===== src/rtl/core/mlla_pkg.sv =====
// Shared types and constants for the multichannel loop level averager.
package mlla_pkg;

  // Fixed field widths
  localparam int CH_FIELD_W = 3;
  localparam int MV_W       = 12;
  localparam int CMA_W      = 11;
  localparam int LVL_W      = 16;
  localparam int FILLED_W   = 4;

  // Configuration port
  localparam int CFG_IDX_W  = 2;
  localparam int CFG_DATA_W = 16;

  localparam logic [CFG_IDX_W-1:0] CFG_ZERO_MV    = 2'd0;
  localparam logic [CFG_IDX_W-1:0] CFG_SPAN_MV    = 2'd1;
  localparam logic [CFG_IDX_W-1:0] CFG_FULL_SCALE = 2'd2;

  localparam logic [MV_W-1:0]  ZERO_MV_RST    = 12'd800;
  localparam logic [MV_W-1:0]  SPAN_MV_RST    = 12'd3200;
  localparam logic [LVL_W-1:0] FULL_SCALE_RST = 16'd3000;

  // Saturation limit of the loop current in hundredths of a mA
  localparam logic [CMA_W-1:0] CMA_MAX = 11'd2047;

  typedef struct packed {
    logic [CH_FIELD_W-1:0] channel;
    logic [MV_W-1:0]       sample_mv;
  } in_item_t;

  typedef struct packed {
    logic [CH_FIELD_W-1:0] out_channel;
    logic [CMA_W-1:0]      avg_centi_ma;
    logic [LVL_W-1:0]      level_tenth_cm;
    logic [FILLED_W-1:0]   filled;
  } out_item_t;

  // Controller to datapath commands
  typedef struct packed {
    logic capture;
    logic write;
    logic read;
    logic div_mean;
    logic mean_load;
    logic lvl_calc;
    logic div_lvl;
    logic out_load;
  } cmd_t;

  // Datapath to controller status
  typedef struct packed {
    logic ch_ok;
    logic last_rd;
    logic div_done;
  } sts_t;

endpackage


===== src/rtl/core/mlla_div.sv =====
// Restoring serial divider, one quotient bit per cycle.
module mlla_div #(
  parameter int DVD_W = 28,
  parameter int DVS_W = 12
) (
  input  logic             clk,
  input  logic             rst_n,
  input  logic             start,
  input  logic [DVD_W-1:0] dividend,
  input  logic [DVS_W-1:0] divisor,
  output logic             done,
  output logic [DVD_W-1:0] quotient
);

  localparam int CNT_W = (DVD_W > 1) ? $clog2(DVD_W) : 1;

  logic             busy_r;
  logic             done_r;
  logic [CNT_W-1:0] cnt_r;
  logic [DVD_W-1:0] q_r;
  logic [DVS_W-1:0] rem_r;
  logic [DVS_W-1:0] dvs_r;

  logic [DVS_W:0]   shifted;
  logic [DVS_W:0]   trial;
  logic             ge;
  logic [DVS_W-1:0] rem_nxt;

  // Shift in the next dividend bit and try the subtract
  always_comb begin
    shifted = {rem_r, q_r[DVD_W-1]};
    trial   = shifted - {1'b0, dvs_r};
    ge      = shifted >= {1'b0, dvs_r};
    rem_nxt = ge ? trial[DVS_W-1:0] : shifted[DVS_W-1:0];
  end

  // Control: count steps, pulse done after the last one
  always_ff @(posedge clk) begin
    if (!rst_n) begin
      busy_r <= 1'b0;
      done_r <= 1'b0;
      cnt_r  <= '0;
    end else begin
      done_r <= 1'b0;
      if (start) begin
        busy_r <= 1'b1;
        cnt_r  <= '0;
      end else if (busy_r) begin
        cnt_r <= cnt_r + CNT_W'(1);
        if (cnt_r == CNT_W'(DVD_W - 1)) begin
          busy_r <= 1'b0;
          done_r <= 1'b1;
        end
      end
    end
  end

  // Data: quotient shifts in from the bottom as the dividend shifts out
  always_ff @(posedge clk) begin
    if (start) begin
      q_r   <= dividend;
      rem_r <= '0;
      dvs_r <= divisor;
    end else if (busy_r) begin
      q_r   <= {q_r[DVD_W-2:0], ge};
      rem_r <= rem_nxt;
    end
  end

  assign done     = done_r;
  assign quotient = q_r;

endmodule


===== src/rtl/core/mlla_dpath.sv =====
// Datapath: sample store, ring pointers, window sum, scaling and config registers.
module mlla_dpath #(
  parameter int CHANNELS    = 8,
  parameter int WINDOW      = 10,
  parameter int SAMPLE_BITS = 12
) (
  input  logic                               clk,
  input  logic                               rst_n,
  input  mlla_pkg::cmd_t                     cmd,
  output mlla_pkg::sts_t                     sts,
  input  mlla_pkg::in_item_t                 in_data,
  input  logic                               cfg_we,
  input  logic [mlla_pkg::CFG_IDX_W-1:0]     cfg_index,
  input  logic [mlla_pkg::CFG_DATA_W-1:0]    cfg_data,
  output mlla_pkg::out_item_t                out_data
);

  localparam int DEPTH  = CHANNELS * WINDOW;
  localparam int ADDR_W = (DEPTH > 1) ? $clog2(DEPTH) : 1;
  localparam int POS_W  = (WINDOW > 1) ? $clog2(WINDOW) : 1;
  localparam int CNT_W  = $clog2(WINDOW + 1);
  localparam int CH_W   = (CHANNELS > 1) ? $clog2(CHANNELS) : 1;
  localparam int SUM_W  = SAMPLE_BITS + CNT_W;
  localparam int PROD_W = mlla_pkg::MV_W + mlla_pkg::LVL_W;
  localparam int DVS_W  = (CNT_W > mlla_pkg::MV_W) ? CNT_W : mlla_pkg::MV_W;
  localparam int DVD_W  = (SUM_W > PROD_W) ? SUM_W : PROD_W;
  localparam int CMP_W  = 17;

  // Configuration registers
  logic [mlla_pkg::MV_W-1:0]  zero_r;
  logic [mlla_pkg::MV_W-1:0]  span_r;
  logic [mlla_pkg::LVL_W-1:0] fs_r;

  // Captured transaction
  logic [4:0]                       ch5;
  logic [CH_W-1:0]                  ch_idx_r;
  logic [mlla_pkg::CH_FIELD_W-1:0]  ch_r;
  logic [SAMPLE_BITS-1:0]           sample_r;

  // Ring pointers per channel
  logic [POS_W-1:0] pos_r  [CHANNELS];
  logic [CNT_W-1:0] fill_r [CHANNELS];
  logic [POS_W-1:0] pos_cur;
  logic [CNT_W-1:0] fill_cur;
  logic [POS_W-1:0] pos_nxt;
  logic [CNT_W-1:0] fill_nxt;

  // Sample store
  logic [SAMPLE_BITS-1:0] mem [DEPTH];
  logic [ADDR_W-1:0]      wr_addr;
  logic [ADDR_W-1:0]      rd_addr;
  logic [SAMPLE_BITS-1:0] rd_data_r;
  logic                   acc_en_r;

  // Sum walk
  logic [POS_W-1:0] idx_r;
  logic [CNT_W-1:0] n_r;
  logic [SUM_W-1:0] sum_r;

  // Scaling
  logic [SAMPLE_BITS-1:0]      mean_r;
  logic [CMP_W-1:0]            mean_ext;
  logic [CMP_W-1:0]            zero_ext;
  logic [CMP_W-1:0]            top_ext;
  logic [CMP_W-1:0]            diff;
  logic [PROD_W-1:0]           prod_nxt;
  logic [PROD_W-1:0]           prod_r;
  logic                        below_r;
  logic                        above_r;
  logic [SAMPLE_BITS-1:0]      half;
  logic [mlla_pkg::CMA_W-1:0]  cma_nxt;
  logic [mlla_pkg::CMA_W-1:0]  cma_r;
  logic [mlla_pkg::LVL_W-1:0]  level_nxt;
  logic [7:0]                  n_ext;
  mlla_pkg::out_item_t         out_r;

  // Divider
  logic             div_start;
  logic [DVD_W-1:0] div_dvd;
  logic [DVS_W-1:0] div_dvs;
  logic             div_done;
  logic [DVD_W-1:0] div_q;

  // Channel range check on the offered transaction
  assign ch5 = 5'(in_data.channel);

  always_comb begin
    sts.ch_ok    = ch5 < 5'(CHANNELS);
    sts.last_rd  = CNT_W'(idx_r) == (n_r - CNT_W'(1));
    sts.div_done = div_done;
  end

  // Write config registers
  always_ff @(posedge clk) begin
    if (!rst_n) begin
      zero_r <= mlla_pkg::ZERO_MV_RST;
      span_r <= mlla_pkg::SPAN_MV_RST;
      fs_r   <= mlla_pkg::FULL_SCALE_RST;
    end else if (cfg_we) begin
      case (cfg_index)
        mlla_pkg::CFG_ZERO_MV:    zero_r <= cfg_data[mlla_pkg::MV_W-1:0];
        mlla_pkg::CFG_SPAN_MV:    span_r <= cfg_data[mlla_pkg::MV_W-1:0];
        mlla_pkg::CFG_FULL_SCALE: fs_r   <= cfg_data[mlla_pkg::LVL_W-1:0];
        default: ;
      endcase
    end
  end

  // Capture the offered transaction while idle and hold it while busy
  always_ff @(posedge clk) begin
    if (cmd.capture) begin
      ch_idx_r <= ch5[CH_W-1:0];
      ch_r     <= in_data.channel;
      sample_r <= SAMPLE_BITS'(in_data.sample_mv);
    end
  end

  // Advance ring pointer and fill count
  always_comb begin
    pos_cur  = pos_r[ch_idx_r];
    fill_cur = fill_r[ch_idx_r];
    pos_nxt  = (pos_cur == POS_W'(WINDOW - 1)) ? '0 : pos_cur + POS_W'(1);
    fill_nxt = (fill_cur < CNT_W'(WINDOW)) ? fill_cur + CNT_W'(1) : fill_cur;
  end

  always_ff @(posedge clk) begin
    if (!rst_n) begin
      for (int c = 0; c < CHANNELS; c++) begin
        pos_r[c]  <= '0;
        fill_r[c] <= '0;
      end
    end else if (cmd.write) begin
      pos_r[ch_idx_r]  <= pos_nxt;
      fill_r[ch_idx_r] <= fill_nxt;
    end
  end

  // Store addresses: channel row plus slot
  assign wr_addr = ADDR_W'(32'(ch_idx_r) * WINDOW + 32'(pos_cur));
  assign rd_addr = ADDR_W'(32'(ch_idx_r) * WINDOW + 32'(idx_r));

  always_ff @(posedge clk) begin
    if (cmd.write) begin
      mem[wr_addr] <= sample_r;
    end
    if (cmd.read) begin
      rd_data_r <= mem[rd_addr];
    end
  end

  // Walk the window and accumulate one entry a cycle
  always_ff @(posedge clk) begin
    if (!rst_n) begin
      acc_en_r <= 1'b0;
    end else begin
      acc_en_r <= cmd.read;
    end
  end

  always_ff @(posedge clk) begin
    if (cmd.write) begin
      n_r   <= fill_nxt;
      idx_r <= '0;
      sum_r <= '0;
    end else begin
      if (cmd.read) begin
        idx_r <= idx_r + POS_W'(1);
      end
      if (acc_en_r) begin
        sum_r <= sum_r + SUM_W'(rd_data_r);
      end
    end
  end

  // Share the divider between the mean and the level
  assign div_start = cmd.div_mean | cmd.div_lvl;
  assign div_dvd   = cmd.div_lvl ? DVD_W'(prod_r) : DVD_W'(sum_r);
  assign div_dvs   = cmd.div_lvl ? DVS_W'(span_r) : DVS_W'(n_r);

  mlla_div #(
    .DVD_W (DVD_W),
    .DVS_W (DVS_W)
  ) u_div (
    .clk      (clk),
    .rst_n    (rst_n),
    .start    (div_start),
    .dividend (div_dvd),
    .divisor  (div_dvs),
    .done     (div_done),
    .quotient (div_q)
  );

  always_ff @(posedge clk) begin
    if (cmd.mean_load) begin
      mean_r <= SAMPLE_BITS'(div_q);
    end
  end

  // Clamp tests, level product and loop current from the mean
  always_comb begin
    mean_ext = CMP_W'(mean_r);
    zero_ext = CMP_W'(zero_r);
    top_ext  = CMP_W'(zero_r) + CMP_W'(span_r);
    diff     = mean_ext - zero_ext;
    prod_nxt = diff[mlla_pkg::MV_W-1:0] * fs_r;
    half     = mean_r >> 1;
    cma_nxt  = (CMP_W'(half) > CMP_W'(mlla_pkg::CMA_MAX)) ?
               mlla_pkg::CMA_MAX : mlla_pkg::CMA_W'(half);
  end

  always_ff @(posedge clk) begin
    if (cmd.lvl_calc) begin
      below_r <= mean_ext <= zero_ext;
      above_r <= mean_ext >= top_ext;
      prod_r  <= prod_nxt;
      cma_r   <= cma_nxt;
    end
  end

  // Load the result register
  always_comb begin
    if (below_r) begin
      level_nxt = '0;
    end else if (above_r) begin
      level_nxt = fs_r;
    end else begin
      level_nxt = div_q[mlla_pkg::LVL_W-1:0];
    end
    n_ext = 8'(n_r);
  end

  always_ff @(posedge clk) begin
    if (cmd.out_load) begin
      out_r.out_channel    <= ch_r;
      out_r.avg_centi_ma   <= cma_r;
      out_r.level_tenth_cm <= level_nxt;
      out_r.filled         <= n_ext[mlla_pkg::FILLED_W-1:0];
    end
  end

  assign out_data = out_r;

endmodule


===== src/rtl/core/mlla_ctrl.sv =====
// Controller: sequences one transaction through the datapath and owns the handshakes.
module mlla_ctrl (
  input  logic           clk,
  input  logic           rst_n,
  input  logic           in_valid,
  output logic           in_stall,
  output logic           out_valid,
  input  logic           out_stall,
  input  mlla_pkg::sts_t sts,
  output mlla_pkg::cmd_t cmd
);

  typedef enum logic [3:0] {
    S_IDLE,
    S_WRITE,
    S_SUM,
    S_SUM_END,
    S_DIVM_GO,
    S_DIVM_WAIT,
    S_LEVEL,
    S_DIVL_GO,
    S_DIVL_WAIT,
    S_OUT
  } state_t;

  state_t state_r;
  state_t state_nxt;
  logic   out_valid_r;
  logic   out_valid_nxt;
  logic   out_free;

  assign out_free = !out_valid_r || !out_stall;

  // Next state and commands
  always_comb begin
    state_nxt = state_r;
    cmd       = '0;
    case (state_r)
      S_IDLE: begin
        cmd.capture = 1'b1;
        // drop transactions for channels that are not present
        if (in_valid && sts.ch_ok) begin
          state_nxt = S_WRITE;
        end
      end
      S_WRITE: begin
        cmd.write = 1'b1;
        state_nxt = S_SUM;
      end
      S_SUM: begin
        cmd.read = 1'b1;
        if (sts.last_rd) begin
          state_nxt = S_SUM_END;
        end
      end
      S_SUM_END: begin
        state_nxt = S_DIVM_GO;
      end
      S_DIVM_GO: begin
        cmd.div_mean = 1'b1;
        state_nxt    = S_DIVM_WAIT;
      end
      S_DIVM_WAIT: begin
        if (sts.div_done) begin
          cmd.mean_load = 1'b1;
          state_nxt     = S_LEVEL;
        end
      end
      S_LEVEL: begin
        cmd.lvl_calc = 1'b1;
        state_nxt    = S_DIVL_GO;
      end
      S_DIVL_GO: begin
        cmd.div_lvl = 1'b1;
        state_nxt   = S_DIVL_WAIT;
      end
      S_DIVL_WAIT: begin
        if (sts.div_done) begin
          state_nxt = S_OUT;
        end
      end
      S_OUT: begin
        if (out_free) begin
          cmd.out_load = 1'b1;
          state_nxt    = S_IDLE;
        end
      end
      default: begin
        state_nxt = S_IDLE;
      end
    endcase
  end

  // Result valid: set on load, clear when taken
  always_comb begin
    if (cmd.out_load) begin
      out_valid_nxt = 1'b1;
    end else if (!out_stall) begin
      out_valid_nxt = 1'b0;
    end else begin
      out_valid_nxt = out_valid_r;
    end
  end

  always_ff @(posedge clk) begin
    if (!rst_n) begin
      state_r     <= S_IDLE;
      out_valid_r <= 1'b0;
    end else begin
      state_r     <= state_nxt;
      out_valid_r <= out_valid_nxt;
    end
  end

  assign in_stall  = state_r != S_IDLE;
  assign out_valid = out_valid_r;

endmodule


===== src/rtl/core/multichannel_loop_level_averager.sv =====
// Top level of the multichannel 4-20 mA loop level averager.
//
// Each input transaction carries a channel and a shunt reading in mV; the reading
// goes into that channel's ring of the last WINDOW readings, and one result
// transaction returns the window mean as loop current (hundredths of a mA) and as
// a clamped linear level (tenths of a cm), plus the number of readings used.
// Transactions for channels at or above CHANNELS are dropped with no result.
// The block works on one transaction at a time: after acceptance it stores the
// reading and sums the filled part of its ring, filled being the window count
// after the new reading; then the shared serial divider, DVD bits wide (28 at
// the default sizes), produces one quotient bit a cycle, first for the mean
// and then for the level. The sum walk reads one ring entry a cycle from the
// single-port sample store. The result loads only once the previous result is
// taken, so a stalled previous result holds off the load.
// The next transaction is taken once the result is loaded, while the result may
// still wait at the output. Ring pointers and fill counts clear at reset; the
// sample store needs no clearing pass.
module multichannel_loop_level_averager #(
  parameter int CHANNELS    = 8,
  parameter int WINDOW      = 10,
  parameter int SAMPLE_BITS = 12
) (
  input  logic                            clk,
  input  logic                            rst_n,
  input  logic                            in_valid,
  output logic                            in_stall,
  input  mlla_pkg::in_item_t              in_data,
  output logic                            out_valid,
  input  logic                            out_stall,
  output mlla_pkg::out_item_t             out_data,
  input  logic                            cfg_we,
  input  logic [mlla_pkg::CFG_IDX_W-1:0]  cfg_index,
  input  logic [mlla_pkg::CFG_DATA_W-1:0] cfg_data
);

  mlla_pkg::cmd_t cmd;
  mlla_pkg::sts_t sts;

  mlla_ctrl u_ctrl (
    .clk       (clk),
    .rst_n     (rst_n),
    .in_valid  (in_valid),
    .in_stall  (in_stall),
    .out_valid (out_valid),
    .out_stall (out_stall),
    .sts       (sts),
    .cmd       (cmd)
  );

  mlla_dpath #(
    .CHANNELS    (CHANNELS),
    .WINDOW      (WINDOW),
    .SAMPLE_BITS (SAMPLE_BITS)
  ) u_dpath (
    .clk       (clk),
    .rst_n     (rst_n),
    .cmd       (cmd),
    .sts       (sts),
    .in_data   (in_data),
    .cfg_we    (cfg_we),
    .cfg_index (cfg_index),
    .cfg_data  (cfg_data),
    .out_data  (out_data)
  );

endmodule


===== config.mk =====
export PLATFORM = sky130hd
export DESIGN_NAME = multichannel_loop_level_averager
export DESIGN_NICKNAME = d
export VERILOG_FILES = /design/src/rtl/core/mlla_pkg.sv /design/src/rtl/core/mlla_div.sv /design/src/rtl/core/mlla_dpath.sv /design/src/rtl/core/mlla_ctrl.sv /design/src/rtl/core/multichannel_loop_level_averager.sv
export SDC_FILE = /design/constraint.sdc
export NUM_CORES = 2
export LEC_CHECK = 0
export BUFFER_PORTS_ARGS = -buffer_cell sky130_fd_sc_hd__buf_4
export CAP_MARGIN = 20
export CORE_UTILIZATION = 40
export CTS_BUF_LIST = sky130_fd_sc_hd__clkbuf_8
export DETAILED_ROUTE_END_ITERATION = 10
export GPL_ROUTABILITY_DRIVEN = 0
export SKIP_CTS_REPAIR_TIMING = 1
export SYNTH_ARGS = -nofsm -noshare
export SYNTH_HDL_FRONTEND = slang
export SYNTH_SLANG_ARGS = --single-unit

===== constraint.sdc =====
create_clock -name clk -period 6.11 [get_ports clk]
set_input_delay 1.222 -clock clk [delete_from_list [all_inputs] [get_ports clk]]
set_output_delay 1.222 -clock clk [all_outputs]
set_load 0.03 [all_outputs]

==> impl_metrics.py <==
metrics = {
    "clock_network": {
        "cts_num_sinks": 1270,
        "cts_buffers": 199,
        "cts-root-buf": "clkbuf_8",
        "clk_path_buf_depth": 3,
        "cts_tree": "built",
        "clk_pin_slew_worst_paths_ps": 60,
        "clk_latency_ps": 920,
        "htree_num_levels": 4,
    },
    "detailed_routing": {
        "via_count": 32100,
        "first_pass_iters": 10,
        "vias_per_cell": 5.28,
        "wl_per_cell_microns": 22.2,
        "postRouteAntennaNets": 0,
        "drtIter0Drc": 2551,
        "drt_drc_violations_left": 16,
        "routed_wl_mm": 135,
    },
    "floorplan": {
        "pin_count": 74,
        "die_w_microns": 383,
        "rows": 139,
        "die-area_sq_um": 147000,
        "die_h_microns": 383,
        "core_area_sq_um": 144000,
        "start_util_pct": 40.4,
    },
    "yosys": {
        "synth_cells": 3653,
        "ys_types": 76,
        "async_reset_ff_share_pct": 0,
        "ys_ff_latch": 1270,
        "syn_area_sq_um": 58100,
        "ys.flop_type": "edfxtp_1",
        "ys_seq_area_share_pct": 64.1,
        "avgSynthCellArea_sq_um": 15.9,
        "yosysWarnings": 0,
        "syn-num-nets": 3976,
        "synth_edf_count": 1182,
    },
    "critical_path": {
        "critPathLaunchType": "register",
        "crit_fanout": 5,
        "cp_slowest_cell": "fa_2",
        "path_class": "register to register",
        "critPathRequiredTime_ps": 6760,
        "worstPathBufferInverterCount": 3,
        "critPathTopFamily": "adder cells",
        "cp-end-kind": "register",
        "cp.arrival_ps": 7280,
        "max_stage_delay_ps": 600,
    },
    "placed_design": {
        "io_buffers": 73,
        "dp_slack_ps": -708,
        "dpl.hpwl_mm": 88.0,
    },
    "sta": {
        "max_freq_mhz": 151,
        "finalHoldViolations": 0,
        "period_share_pct": 109,
        "skew_ps": 41.8,
        "setup_tns_ps": -5190,
        "whs_ps": 419,
        "final-setup-viol-count": 14,
        "maxSlewViolCount": 0,
        "finalWorstSetupSlack_ps": -527,
        "relSlewSlack_pct": 31.9,
        "rsz0062_at_grt": "true",
        "fin_crit_ps": 6640,
        "worst_pin_slew_ps": 1020,
    },
    "cells_and_area": {
        "area_growth_pct": 14.3,
        "layout-drive-gt1-share_pct": 24.0,
        "fin_nets": 4331,
    },
    "power": {
        "power.total_mw": 29.5,
        "p_per_area_nw_per_um2": 443,
        "p_leak_nw": 23.7,
        "vdd_ir_drop_max_uv": 437,
    },
    "global_route": {
        "grt_pass1_vias": 33400,
        "grt_max_degree": 81,
        "grt_use_total_pct": 18.7,
        "antenna_found_initial": 2,
        "grt_overflow_total": 0,
        "grt_pass1_wl_mm": 208,
    },
    "outcome": {
        "status": "finished, violations left",
        "violations": "DRC, setup timing",
    },
    "min_path": {
        "hold_path.class": "register to register",
    },
    "job": {
        "cap_violations": 0,
    },
}
-- area by class of cell --
class	instances	area [sq um]
fill	12400	77400
sequential	1270	37300
multi-input combinational	1967	19600
clock buffer	202	2780
timing repair buffer	335	2630
tap	1903	2380
inverter	235	882
clock inverter	159	857
antenna	4	10.0
-- per-stage QoR --
step | std cells | utilization (%) | cell area [sq um]
4_1_cts | 6064 | 45.9 | 66100
3_5_place_dp | 5703 | 43.4 | 62400
5_1_grt | 6075 | 46.2 | 66400
3_3_place_gp | 5703 | 43.4 | 62400
2_1_floorplan | 3653 | - | 58300
6_report | 6075 | 46.2 | 66400
-- final timing paths --
kind                                        start                   end  slack (ps)  cells past startpoint
worst min register to register   u_dpath.cma_r[6]  u_dpath.out_data[26]         420                      0
worst min-delay path             u_dpath.cma_r[6]  u_dpath.out_data[26]         420                      0
worst max-delay path            u_dpath.mean_r[0]    u_dpath.prod_r[22]        -530                     25
worst max register to register  u_dpath.mean_r[0]    u_dpath.prod_r[22]        -530                     25
-- cells by family (layout without fill, tap and decap cells) --
family	Yosys count	after routing	synth area share, %
buffers and inverters	416	931	2.94
AO/OA/AOI/OAI	382	382	4.44
XOR/XNOR	77	77	1.17
AND/OR/NAND/NOR	810	810	6.33
flip-flops	1270	1270	64.1
other	0	4	0
adder cells (fa/ha/maj)	285	285	8.02
multiplexers	413	413	13.0
-- power by group --
group / switching (mW) / internal (mW)
registers: 0.323 / 10.5
logic: 6.61 / 5.33
clock network: 3.39 / 3.27
-- metal layers --
layer	track usage [%]	vias to the layer above	part of all wire [%]
met1	26.2	16500	45
met2	29.6	859	47
met5	0	-	0
met4	6.39	0	2.5
met3	2.94	201	5.4
li1	-	14500	-
-- cells in the mapped netlist, drive strengths merged (12+ instances only) --
cell       n  area (sq um)
and2      64           400
clkbuf   121           455
a21boi    32           240
mux2i    105          1060
nand2b    42           263
inv      234           878
buf       60           369
nor2     251           942
o21ai     80           404
nor2b     28           183
mux2      40           450
xor2      30           263
nand2    290          1090
edfxtp  1182         35500
nor3      19          95.1
a21oi     85           437
a22o      12           105
fa       146          2920
a32oi     31           272
mux4     268          6040
o22ai     20           125
dfxtp     88          1760
ha       139          1740
and3      22           138
nand3     49           245
a21o      25           188
xnor2     47           419
-- state kept, by name, summed over array words and instances (netlist names), 16 cells and up, named ones only --
signal	cells
u_dpath.u_div.quotient	28
u_dpath.out_data	34
u_dpath.mem	960
u_dpath.fs_r	16
u_dpath.fill_r	32
u_dpath.prod_r	28
u_dpath.sum_r	16
u_dpath.pos_r	32
-- placed cells by master, fill, tap and decap left out, types with 60 or more instances in the layout --
cell type  instances
a21oi_1           70
and2_1            63
buf_4            321
clkbuf_8         202
clkinv_1          60
dfxtp_1           86
edfxtp_1        1182
fa_1             137
ha_1             124
inv_1            281
mux2i_1          103
mux4_2           268
nand2_1          289
nor2_1           248
o21ai_0           68
Note: power is estimated with default switching activity, not from simulation.
